--- src/rtl/core/ssmlp_pkg.sv ---
`default_nettype none

package ssmlp_pkg;

  // Default network shape
  localparam int DEF_HIDDEN_COUNT = 5;
  localparam int DEF_INPUT_COUNT  = 5;
  localparam int OUT_NODES        = 3;

  // Field widths
  localparam int DATA_W   = 16;
  localparam int INDEX_W  = 6;
  localparam int S_TDATA_W = 104;
  localparam int M_TDATA_W = 56;

  // Bit positions inside the slave tdata
  localparam int IDX_LSB  = 0;
  localparam int WVAL_LSB = IDX_LSB + INDEX_W;
  localparam int DIST_LSB = WVAL_LSB + DATA_W;

  // Fixed-point constants
  localparam logic [DATA_W-1:0] THRESH_RESET = 16'h8000;
  localparam logic [32:0]       ONE_Q21      = 33'h0_0020_0000;
  localparam int                DIV_STEPS    = 16;

  // Command codes carried in tuser
  localparam logic CMD_WRITE = 1'b0;
  localparam logic CMD_INFER = 1'b1;

  // Sequencer states
  typedef enum logic [3:0] {
    ST_IDLE = 4'b0001,
    ST_MAC  = 4'b0010,
    ST_DIV  = 4'b0100,
    ST_FIN  = 4'b1000
  } state_t;

endpackage

`default_nettype wire

--- src/rtl/core/softsign_mlp_steering_top.sv ---
`default_nettype none

// Two-layer perceptron steering engine with a 16-bit weight store. A beat with
// tuser = 0 writes one Q3.13 weight (slot h*INPUT_COUNT+i for input-to-hidden,
// INPUT_COUNT*HIDDEN_COUNT + o*HIDDEN_COUNT+h for hidden-to-output; slots past
// the store depth are dropped). A beat with tuser = 1 runs
// inference on the Q8.8 distances and returns one result beat with the three
// decisions and the Q0.16 output activations. Every weight used must have been
// written first. Inference runs on one shared 16x17 multiplier with a saturating
// 32-bit accumulator and one radix-2 divider for softsign; each node runs its
// multiply-accumulate and then its division, one node after another, and
// s_axis_tready is low from the start of an inference until its result beat
// is registered.
// The threshold register may be written at any time the engine is idle.
module softsign_mlp_steering_top #(
  parameter int HIDDEN_COUNT = ssmlp_pkg::DEF_HIDDEN_COUNT,
  parameter int INPUT_COUNT  = ssmlp_pkg::DEF_INPUT_COUNT
) (
  input  wire logic                           clk,
  input  wire logic                           rst,
  // Threshold register
  input  wire logic                           cfg_valid,
  output logic                                cfg_ready,
  input  wire logic [ssmlp_pkg::DATA_W-1:0]   cfg_data,
  // Commands
  input  wire logic                           s_axis_tvalid,
  output logic                                s_axis_tready,
  // weight_index[5:0], weight_value[21:6], dist_0..dist_4[101:22], zero pad
  input  wire logic [ssmlp_pkg::S_TDATA_W-1:0] s_axis_tdata,
  // command
  input  wire logic                           s_axis_tuser,
  // Results
  output logic                                m_axis_tvalid,
  input  wire logic                           m_axis_tready,
  // drive[0], turn_left[1], turn_right[2], act_drive[18:3], act_left[34:19],
  // act_right[50:35], zero pad
  output logic [ssmlp_pkg::M_TDATA_W-1:0]     m_axis_tdata
);
  import ssmlp_pkg::*;

  localparam int W_DEPTH   = INPUT_COUNT * HIDDEN_COUNT + OUT_NODES * HIDDEN_COUNT;
  localparam int W_ADDR_W  = $clog2(W_DEPTH);
  localparam int MAX_TAPS  = (INPUT_COUNT > HIDDEN_COUNT) ? INPUT_COUNT : HIDDEN_COUNT;
  localparam int K_W       = $clog2(MAX_TAPS + 1);
  localparam int MAX_NODES = (HIDDEN_COUNT > OUT_NODES) ? HIDDEN_COUNT : OUT_NODES;
  localparam int ND_W      = $clog2(MAX_NODES);
  localparam int DC_W      = $clog2(DIV_STEPS + 1);

  state_t state;

  logic [DATA_W-1:0] threshold;

  // Weight store
  logic signed [DATA_W-1:0] wmem [W_DEPTH];
  logic signed [DATA_W-1:0] w_rdata;
  logic                     wr_en;
  logic [W_ADDR_W-1:0]      rd_addr;

  // Sequencer
  logic                 layer;      // 0: hidden layer, 1: output layer
  logic [ND_W-1:0]      nd;
  logic [K_W-1:0]       k;
  logic [K_W-1:0]       rd_k;
  logic [W_ADDR_W:0]    base;
  logic [K_W-1:0]       ntaps;
  logic                 issue;
  logic                 rd_v;
  logic                 prod_v;
  logic                 mac_done;
  logic                 s_acc;
  logic                 div_last;

  // Operands and accumulator
  logic [DATA_W-1:0]        distance [INPUT_COUNT];
  logic signed [DATA_W:0]   hid  [HIDDEN_COUNT];
  logic [DATA_W-1:0]        act  [OUT_NODES];
  logic signed [DATA_W:0]   b_sel;
  logic signed [32:0]       mul_out;
  logic signed [32:0]       prod;
  logic signed [32:0]       addend;
  logic signed [33:0]       sum;
  logic signed [31:0]       acc;
  logic signed [31:0]       acc_next;
  logic [31:0]              mag;

  // Divider
  logic [32:0]         rem;
  logic [32:0]         den;
  logic [DATA_W-1:0]   q;
  logic [DC_W-1:0]     dcnt;
  logic                neg;
  logic [33:0]         rem2;
  logic                ge;
  logic signed [DATA_W:0] q_signed;

  // Decisions
  logic fire_drive;
  logic fire_left;
  logic fire_right;
  logic out_free;

  assign cfg_ready     = 1'b1;
  assign s_axis_tready = (state == ST_IDLE);
  assign s_acc         = s_axis_tvalid && s_axis_tready;
  assign out_free      = !m_axis_tvalid || m_axis_tready;

  assign wr_en = s_acc && (s_axis_tuser == CMD_WRITE) &&
                 ({1'b0, s_axis_tdata[IDX_LSB +: INDEX_W]} < (INDEX_W + 1)'(W_DEPTH));

  // Sequencer decodes
  assign ntaps    = layer ? K_W'(HIDDEN_COUNT) : K_W'(INPUT_COUNT);
  assign issue    = (state == ST_MAC) && (k < ntaps);
  assign rd_addr  = W_ADDR_W'(base + (W_ADDR_W + 1)'(k));
  assign mac_done = (state == ST_MAC) && (k == ntaps) && !rd_v && !prod_v;
  assign div_last = (dcnt == DC_W'(DIV_STEPS));

  // Weight store: one write port, one registered read port
  always_ff @(posedge clk) begin
    if (wr_en) begin
      wmem[s_axis_tdata[IDX_LSB +: W_ADDR_W]] <= s_axis_tdata[WVAL_LSB +: DATA_W];
    end
    w_rdata <= wmem[rd_addr];
  end

  // Pick the second multiplier operand for the tap in flight
  always_comb begin
    b_sel = '0;
    if (!layer) begin
      for (int j = 0; j < INPUT_COUNT; j++) begin
        if (rd_k == K_W'(j)) b_sel = {1'b0, distance[j]};
      end
    end else begin
      for (int j = 0; j < HIDDEN_COUNT; j++) begin
        if (rd_k == K_W'(j)) b_sel = hid[j];
      end
    end
  end

  assign mul_out = w_rdata * b_sel;

  // Scale output-layer products down to Q.21 (floor), then saturate the sum
  always_comb begin
    addend = layer ? (prod >>> 8) : prod;
    sum    = {acc[31], acc[31], acc} + {addend[32], addend};
    if (sum[33:31] == 3'b000 || sum[33:31] == 3'b111) begin
      acc_next = sum[31:0];
    end else if (sum[33]) begin
      acc_next = 32'sh8000_0000;
    end else begin
      acc_next = 32'sh7FFF_FFFF;
    end
    mag = acc[31] ? (~acc + 32'd1) : acc;
  end

  // One restoring division step
  always_comb begin
    rem2     = {rem, 1'b0};
    ge       = (rem2 >= {1'b0, den});
    q_signed = neg ? -$signed({1'b0, q}) : $signed({1'b0, q});
  end

  // Output decisions
  always_comb begin
    fire_drive = act[0] > threshold;
    fire_left  = (act[1] > act[2]) && (act[1] > threshold);
    fire_right = !(act[1] > act[2]) && (act[2] > threshold);
  end

  // Control state
  always_ff @(posedge clk) begin
    if (rst) begin
      state         <= ST_IDLE;
      rd_v          <= 1'b0;
      prod_v        <= 1'b0;
      m_axis_tvalid <= 1'b0;
      threshold     <= THRESH_RESET;
    end else begin
      if (cfg_valid && cfg_ready) threshold <= cfg_data;
      rd_v   <= issue;
      prod_v <= rd_v;
      if (m_axis_tvalid && m_axis_tready) m_axis_tvalid <= 1'b0;
      case (state)
        ST_IDLE: begin
          if (s_acc && s_axis_tuser == CMD_INFER) state <= ST_MAC;
        end
        ST_MAC: begin
          if (mac_done) state <= ST_DIV;
        end
        ST_DIV: begin
          if (div_last) begin
            if (layer && nd == ND_W'(OUT_NODES - 1)) state <= ST_FIN;
            else state <= ST_MAC;
          end
        end
        ST_FIN: begin
          if (out_free) begin
            m_axis_tvalid <= 1'b1;
            state         <= ST_IDLE;
          end
        end
        default: state <= ST_IDLE;
      endcase
    end
  end

  // Datapath registers
  always_ff @(posedge clk) begin
    rd_k <= k;
    prod <= mul_out;
    if (prod_v) acc <= acc_next;
    if (issue) k <= k + K_W'(1);

    case (state)
      ST_IDLE: begin
        if (s_acc && s_axis_tuser == CMD_INFER) begin
          for (int j = 0; j < INPUT_COUNT; j++) begin
            distance[j] <= s_axis_tdata[DIST_LSB + DATA_W * j +: DATA_W];
          end
          k     <= '0;
          base  <= '0;
          nd    <= '0;
          layer <= 1'b0;
          acc   <= '0;
        end
      end
      ST_MAC: begin
        if (mac_done) begin
          rem  <= {1'b0, mag};
          den  <= ONE_Q21 + {1'b0, mag};
          neg  <= acc[31];
          q    <= '0;
          dcnt <= '0;
        end
      end
      ST_DIV: begin
        if (!div_last) begin
          rem  <= ge ? 33'(rem2 - {1'b0, den}) : rem2[32:0];
          q    <= {q[DATA_W-2:0], ge};
          dcnt <= dcnt + DC_W'(1);
        end else begin
          // Write back the activation and advance to the next node
          if (!layer) begin
            for (int j = 0; j < HIDDEN_COUNT; j++) begin
              if (nd == ND_W'(j)) hid[j] <= q_signed;
            end
          end else begin
            for (int j = 0; j < OUT_NODES; j++) begin
              if (nd == ND_W'(j)) act[j] <= q;
            end
          end
          k    <= '0;
          acc  <= '0;
          base <= base + (W_ADDR_W + 1)'(ntaps);
          if (!layer && nd == ND_W'(HIDDEN_COUNT - 1)) begin
            layer <= 1'b1;
            nd    <= '0;
          end else begin
            nd <= nd + ND_W'(1);
          end
        end
      end
      ST_FIN: begin
        if (out_free) begin
          m_axis_tdata <= {5'b0, act[2], act[1], act[0], fire_right, fire_left, fire_drive};
        end
      end
      default: ;
    endcase
  end

`ifndef SYNTH
  // Partial remainder stays below the divisor, so each quotient bit is 0 or 1
  a_rem_below_den: assert property (@(posedge clk) disable iff (rst)
    (state == ST_DIV) |-> (rem < den))
    else $error("divider remainder not below divisor");

  // Division never runs past its step count
  a_div_steps: assert property (@(posedge clk) disable iff (rst)
    (state == ST_DIV) |-> (dcnt <= DC_W'(DIV_STEPS)))
    else $error("divider step count overrun");

  // Weight reads stay inside the store
  a_rd_in_range: assert property (@(posedge clk) disable iff (rst)
    issue |-> ({1'b0, rd_addr} < (W_ADDR_W + 1)'(W_DEPTH)) &&
              ((base + (W_ADDR_W + 1)'(k)) < (W_ADDR_W + 1)'(W_DEPTH)))
    else $error("weight read beyond store depth");

  // Products in flight only while accumulating
  a_prod_in_mac: assert property (@(posedge clk) disable iff (rst)
    (rd_v || prod_v) |-> (state == ST_MAC))
    else $error("product pipeline active outside accumulate");

  // A result beat appears only out of the finish state
  a_result_from_fin: assert property (@(posedge clk) disable iff (rst)
    $rose(m_axis_tvalid) |-> $past(state == ST_FIN))
    else $error("result raised outside finish state");
`endif

endmodule

`default_nettype wire
--- config.mk ---
export PLATFORM = sky130hd
export DESIGN_NAME = softsign_mlp_steering_top
export DESIGN_NICKNAME = d
export VERILOG_FILES = /design/src/rtl/core/ssmlp_pkg.sv /design/src/rtl/core/softsign_mlp_steering_top.sv
export SDC_FILE = /design/constraint.sdc
export NUM_CORES = 2
export LEC_CHECK = 0
export BUFFER_PORTS_ARGS = -buffer_cell sky130_fd_sc_hd__buf_4
export CORE_UTILIZATION = 47
export DETAILED_ROUTE_END_ITERATION = 10
export PLACE_DENSITY = 0.68
export SYNTH_ARGS = -nofsm -noshare
export SYNTH_HDL_FRONTEND = slang
export SYNTH_SLANG_ARGS = --single-unit
--- constraint.sdc ---
create_clock -name clk -period 7.6 [get_ports clk]
set_input_delay 0.76 -clock clk [delete_from_list [all_inputs] [get_ports clk]]
set_output_delay 0.76 -clock clk [all_outputs]
set_load 0.005 [all_outputs]
Word level (Yosys, flattened, before mapping)

Memories as Yosys holds them, arrays and structs flattened. A register that Yosys moved wholly into a read port is not among the register bits.
Index checks and enable logic that the tools add are counted.

Bits in writable memories: 853
Bits in latches: 0
Register bits: 244
Word-level logic and storage cells: 214
ROM bits: 0
Memories kept: 4
Output and inout port bits: 59

Memories:

| memory   | depth | bits a word | rd ports | clocked after Yosys merged registers in | wr ports | line                            | RTL |
|---|---|---|---|---|---|---|---|
| wmem     | 40    | 16          | 1        | 1                                       | 1        | softsign_mlp_steering_top.sv:54 | `logic signed [DATA_W-1:0] wmem [W_DEPTH];` |
| hid      | 5     | 17          | 5        | 0                                       | 1        | softsign_mlp_steering_top.sv:75 | `logic signed [DATA_W:0] hid [HIDDEN_COUNT];` |
| distance | 5     | 16          | 5        | 0                                       | 5        | softsign_mlp_steering_top.sv:74 | `logic [DATA_W-1:0] distance [INPUT_COUNT];` |
| act      | 3     | 16          | 3        | 0                                       | 1        | softsign_mlp_steering_top.sv:76 | `logic [DATA_W-1:0] act [OUT_NODES];` |

Div/mod/pow operators: 0
Eq/ne operators: 21
Order comparisons: 7
Shifts and indexed selects: 0
Add/subtract/negate cells: 10
Muxes and demuxes: 114
Reductions and logical operators: 37
$mul: 1
Bitwise logic cells: 2

Operators with widths:

| kind                     | number |
|---|---|
| $mux W32                 | 7 |
| $mux W17                 | 13 |
| $mux W16                 | 7 |
| $mux W33                 | 3 |
| $reduce_or A17 Y1        | 4 |
| $pmux W33 S2             | 1 |
| $gt A16 B16 Y1           | 4 |
| $pmux W32 S2             | 1 |
| $mux W1                  | 54 |
| $add A32 B33 Y34         | 1 |
| $ge A34 B33 Y1           | 1 |
| $add A22 B32 Y33 const A | 1 |
| $mul A16 B17 Y33         | 1 |
| $sub A33 B33 Y33         | 1 |
| $add A32 B1 Y32 const B  | 1 |
| $not A32 Y32             | 1 |
| $pmux W16 S2             | 1 |
| $reduce_or A16 Y1        | 2 |
| $mux W3                  | 10 |
| $mux W4                  | 5 |
| $neg A16 Y17             | 1 |
| $pmux W4 S4              | 1 |
| $mux W7                  | 2 |
| $pmux W7 S2              | 1 |
| other kinds (30)         | 68 |

Depth between registers and ports, before layout

Depth after elaboration: 11
Depth in mapped cells: 32
Depth with buffers taken out: 30

Worst setup path before layout

OpenSTA, ideal clock, no wires.

Kind: register to register
Start point: register rd_k[0]
End point: register prod[25]
Slack: -140 ps
Data arrival time: 7682 ps
Library setup time: 58 ps
Clock period less this slack: 7740 ps
Data required time: 7542 ps
Buffers on the path: 4
Cell stages (with the launch flop): 27
Path through: dfxtp_1 -> clkbuf_1 -> clkbuf_1 -> nand3_1 -> clkbuf_1 -> o221ai_1 -> clkbuf_1 -> nand2_1 -> fa_1 -> fa_1 -> fa_1 -> inv_1 -> fa_1 -> fa_1 -> inv_1 -> fa_1 -> inv_1 -> ha_1 -> and3_1 -> a31oi_1 -> a21oi_1 -> a211o_1 -> or3_1 -> a31oi_1 -> o211ai_1 -> nor4b_1 -> a211o_1

Word-level cells in the longest chain between the ends: 8
Elaborated cells on any way between the ends: 17

Ends and longest elaborated chain:

| item                                               | line                                                               | RTL |
|---|---|---|
| start: declaration                                 | softsign_mlp_steering_top.sv:63                                    | `logic [K_W-1:0] rd_k;` |
| start signal: assignment                           | softsign_mlp_steering_top.sv:208                                   | `rd_k <= k;` |
| $logic_not A3 Y1                                   | softsign_mlp_steering_top.sv:130, softsign_mlp_steering_top.sv:134 |  |
| $mux W16 or $mux W17 (tied branches) (3 in series) | softsign_mlp_steering_top.sv:130, softsign_mlp_steering_top.sv:134 |  |
| $mux W17, on equally long branches (2 in series)   | softsign_mlp_steering_top.sv:130, softsign_mlp_steering_top.sv:134 |  |
| $mux W17 *                                         | softsign_mlp_steering_top.sv:128                                   | `if (!layer) begin` |
| $mul A16 B17 Y33 *                                 | softsign_mlp_steering_top.sv:139                                   | `assign mul_out = w_rdata * b_sel;` |
| net mul_out[25]                                    | softsign_mlp_steering_top.sv:78                                    | `logic signed [32:0] mul_out;` |
| end signal: assignment                             | softsign_mlp_steering_top.sv:209                                   | `prod <= mul_out;` |
| end: declaration                                   | softsign_mlp_steering_top.sv:79                                    | `logic signed [32:0] prod;` |

The timed path passes the listed nets; every way through them passes the cells marked *.
A chain may end at the register's enable or synchronous reset.

Worst setup path in the final report

Start point: register layer
End point: register prod[23]

Word-level cells in the longest chain between the ends: 2

Ends and longest elaborated chain:

| item                     | line                             | RTL |
|---|---|---|
| start: declaration       | softsign_mlp_steering_top.sv:60  | `logic layer;` |
| start signal: assignment | softsign_mlp_steering_top.sv:222 | `layer <= 1'b0;` |
| start signal: assignment | softsign_mlp_steering_top.sv:255 | `layer <= 1'b1;` |
| $mux W17                 | softsign_mlp_steering_top.sv:128 |  |
| $mul A16 B17 Y33         | softsign_mlp_steering_top.sv:139 |  |
| net mul_out[23]          | softsign_mlp_steering_top.sv:78  |  |

The timed path passes the listed nets, and every way through them passes these cells.

==> impl_metrics.json <==
{
  "status": "finished, final reports clean",
  "setup_ws_ns": 0.235,
  "drtIter0Drc": 2761,
  "synth_top_family_by_area": "adder cells",
  "syn_area_sq_mm": 0.0582,
  "cap_violations": 0,
  "dp_hpwl_mm": 92.2,
  "fmaxAchievable_mhz": 136,
  "postRouteAntennaNets": 0,
  "reg2reg_slack_ns": 0.23,
  "grt_pass1_vias": 35100,
  "core_area_sq_mm": 0.122,
  "synth_seq_area_share": 0.555,
  "routed_wl_mm": 135,
  "cp.arrival_ns": 7.93,
  "timing.rr.end": "prod[23]",
  "synth_ff_type": "edfxtp_1",
  "reg2reg_depth": 26,
  "worstMarginPinSlew_ns": 1.08,
  "worstReg2RegStart": "layer",
  "drive_gt1_frac": 0.178,
  "min_path_type": "input port to register",
  "cts.sinks": 1112,
  "antenna_found_initial": 8,
  "first_pass_iters": 6,
  "gp_congestion": 0.877,
  "min_period_ns": 7.37,
  "finalCritPeriodShare": 0.969,
  "critPathKind": "register to register",
  "cpPeakStageDelay_ns": 0.57,
  "portBuffers": 176,
  "clock_path_buffers": 3,
  "final_core_util": 0.542,
  "cts_root_buf": "clkbuf_16",
  "timing.critical_path.from": "layer",
  "synth_top_area_share": 0.517,
  "fp.dieArea_sq_mm": 0.125,
  "viasPerCell": 5.59,
  "cp_max_fo": 15,
  "async_reset_ff_frac": 0,
  "yosysWarnings": 0,
  "crit_top_cell": "fa_1",
  "synth_common_cells": "edfxtp_1 (1002), inv_1 (464), fa_1 (279)",
  "synth_area_leader_cell": "edfxtp_1",
  "synth-xor-area-share": 0.0227,
  "fillers": 9863,
  "crit_path_start_kind": "register",
  "max_slew_margin": 0.279,
  "synth-compound-area-share": 0.0621,
  "ys_ff_latch": 1112,
  "synth_adder_area_share": 0.145,
  "grt_max_degree": 146,
  "grt_overflow_total": 0,
  "crit_path_end": "prod[23]",
  "die_h_um": 354,
  "hold_viol": 0,
  "clock_skew_ns": 0.0830,
  "die_w_um": 354,
  "synth_enable_flop_cells": 1002,
  "cts_tree": "yes",
  "num_vias": 34200,
  "start_util": 0.476,
  "route.detailed.drc": 0,
  "layout.nets": 5020,
  "grtUsageTotal": 0.217,
  "yosysMostFrequentCell": "edfxtp_1",
  "cts_buffers": 114,
  "cp_data_required_time_ns": 8.16,
  "crit_slowest_cell": "edfxtp_1",
  "netlist_instances": 4110,
  "grt_pass1_wl_mm": 206,
  "htree_levels": 3,
  "drv_slew": 0,
  "synth.distinct_cells": 82,
  "cts_hold_buf": 0,
  "num_rows": 128,
  "clk_pin_slew_worst_paths_ns": 0.07,
  "yosys-top-cells-area": "edfxtp_1 (52%), fa_1 (9.6%), mux4_2 (7.5%)",
  "setup_violations": 0,
  "io_pins": 185,
  "yosys.area_share.simple": 0.0711,
  "synth_area_per_cell_sq_um": 14.2,
  "pre_cts_slack_ns": -0.0429,
  "wl_per_cell_um": 22.0,
  "syn_to_final_growth_pct": 13.9,
  "clk_latency_ns": 0.76,
  "setup.worst_path.end_class": "register",
  "synthMuxAreaShare": 0.103
}
## layout make-up
class / count / area, sq um / area share
Clock buffer: 142 / 3030 / 0.0457
Timing Repair Buffer: 308 / 2440 / 0.0368
Multi-Input combinational cell: 2382 / 23800 / 0.359
Tap cell: 1625 / 2030 / 0.0307
Clock inverter: 68 / 925 / 0.0140
Antenna cell: 7 / 17.5 / 0.000264
Sequential cell: 1112 / 32300 / 0.487
Inverter: 467 / 1750 / 0.0265
## sequential cells by signal (all words and copies together), names as in the netlist, 5 cells and up
name,cells
act,48
hid,85
threshold,16
q,16
w_rdata,16
wmem,640
acc,32
prod,33
distance,80
m_axis_tdata,51
dcnt,5
rem,33
base,6
den,33
## metal layers
metal  global-route usage  part of all wire
met3               0.0347             0.061
met5                    0          0.000097
met2                0.362              0.49
met1                0.288              0.42
met4               0.0759             0.031
## how the worst min path moves through the flow
stage | start | slack, ns | end | cells after the start
6_report | s_axis_tdata[98] | 0.17 | distance[0][76] | 1
3_3_place_gp | act[0][15] | 0.44 | m_axis_tdata[18] | 0
5_1_grt | s_axis_tdata[98] | 0.13 | distance[0][76] | 1
4_1_cts | s_axis_tdata[98] | 0.12 | distance[0][76] | 1
2_1_floorplan | k[2] | 0.42 | rd_k[2] | 0
3_5_place_dp | act[0][15] | 0.44 | m_axis_tdata[18] | 0
## per-stage QoR
stage	TNS, ns	hold WS, ns	std cells	instance area, sq um
floorplan	0	0.421	4115	58200
finish	0	0.171	6111	66300
global placement	0	0.437	5882	62000
global route	-0.0758	0.127	6108	66300
detailed placement	-0.0507	0.438	5882	62000
CTS	0	0.124	6092	66000
## worst max-delay path: cells and delay by family (launching register included)
kind	cells	cell delay (ns)
AOI/OAI and AO/OA	8	1.60
adders and majority gates	7	3.26
buffers and inverters	6	0.70
DFF	1	0.57
muxes	1	0.33
and+or+nand+nor	4	0.74
## layout by cell type (no fill, tap or decap), drive strengths merged, types with 12 or more instances in the layout
master | synthesis | final
edfxtp | 1002 | 1002
inv | 465 | 470
buf | 36 | 307
fa | 279 | 279
ha | 230 | 230
nand2 | 222 | 222
mux4 | 193 | 193
nor2 | 179 | 179
a21oi | 160 | 160
clkbuf | 118 | 143
mux2i | 121 | 121
xnor2 | 114 | 114
dfxtp | 110 | 110
o21ai | 103 | 103
and2 | 99 | 99
nor2b | 84 | 84
a21o | 48 | 48
nand2b | 47 | 47
clkinv | 2 | 42
xor2 | 37 | 37
mux2 | 36 | 36
nand3 | 34 | 34
a211oi | 31 | 31
nor3 | 30 | 30
o21a | 29 | 29
and3 | 22 | 22
o221a | 20 | 20
o22ai | 18 | 18
nand4 | 18 | 18
or3 | 17 | 17
a31oi | 16 | 16
o31ai | 15 | 15
bufinv | 0 | 15
a22oi | 15 | 15
nand3b | 14 | 14
o221ai | 14 | 14
or2 | 13 | 13
o211ai | 12 | 12
## timing repair
item	CTS	global route
endpoints found under the setup margin	6	11
setup buffers	0	11
cloned	0	1
gates resized for setup	4	35
endpoints found under the hold margin	0	0
## kinds of logic after synthesis
kind of cell,Yosys count
and+or+nand+nor,820
muxes,350
DFF,1112
buffers and inverters,621
adders and majority gates,509
xor gates and xnor gates,151
AOI/OAI and AO/OA,545
other,2
Power is left out: the tool's default activity adds up to more than one toggle a clock period on the data nets, which glitch-free logic cannot reach.
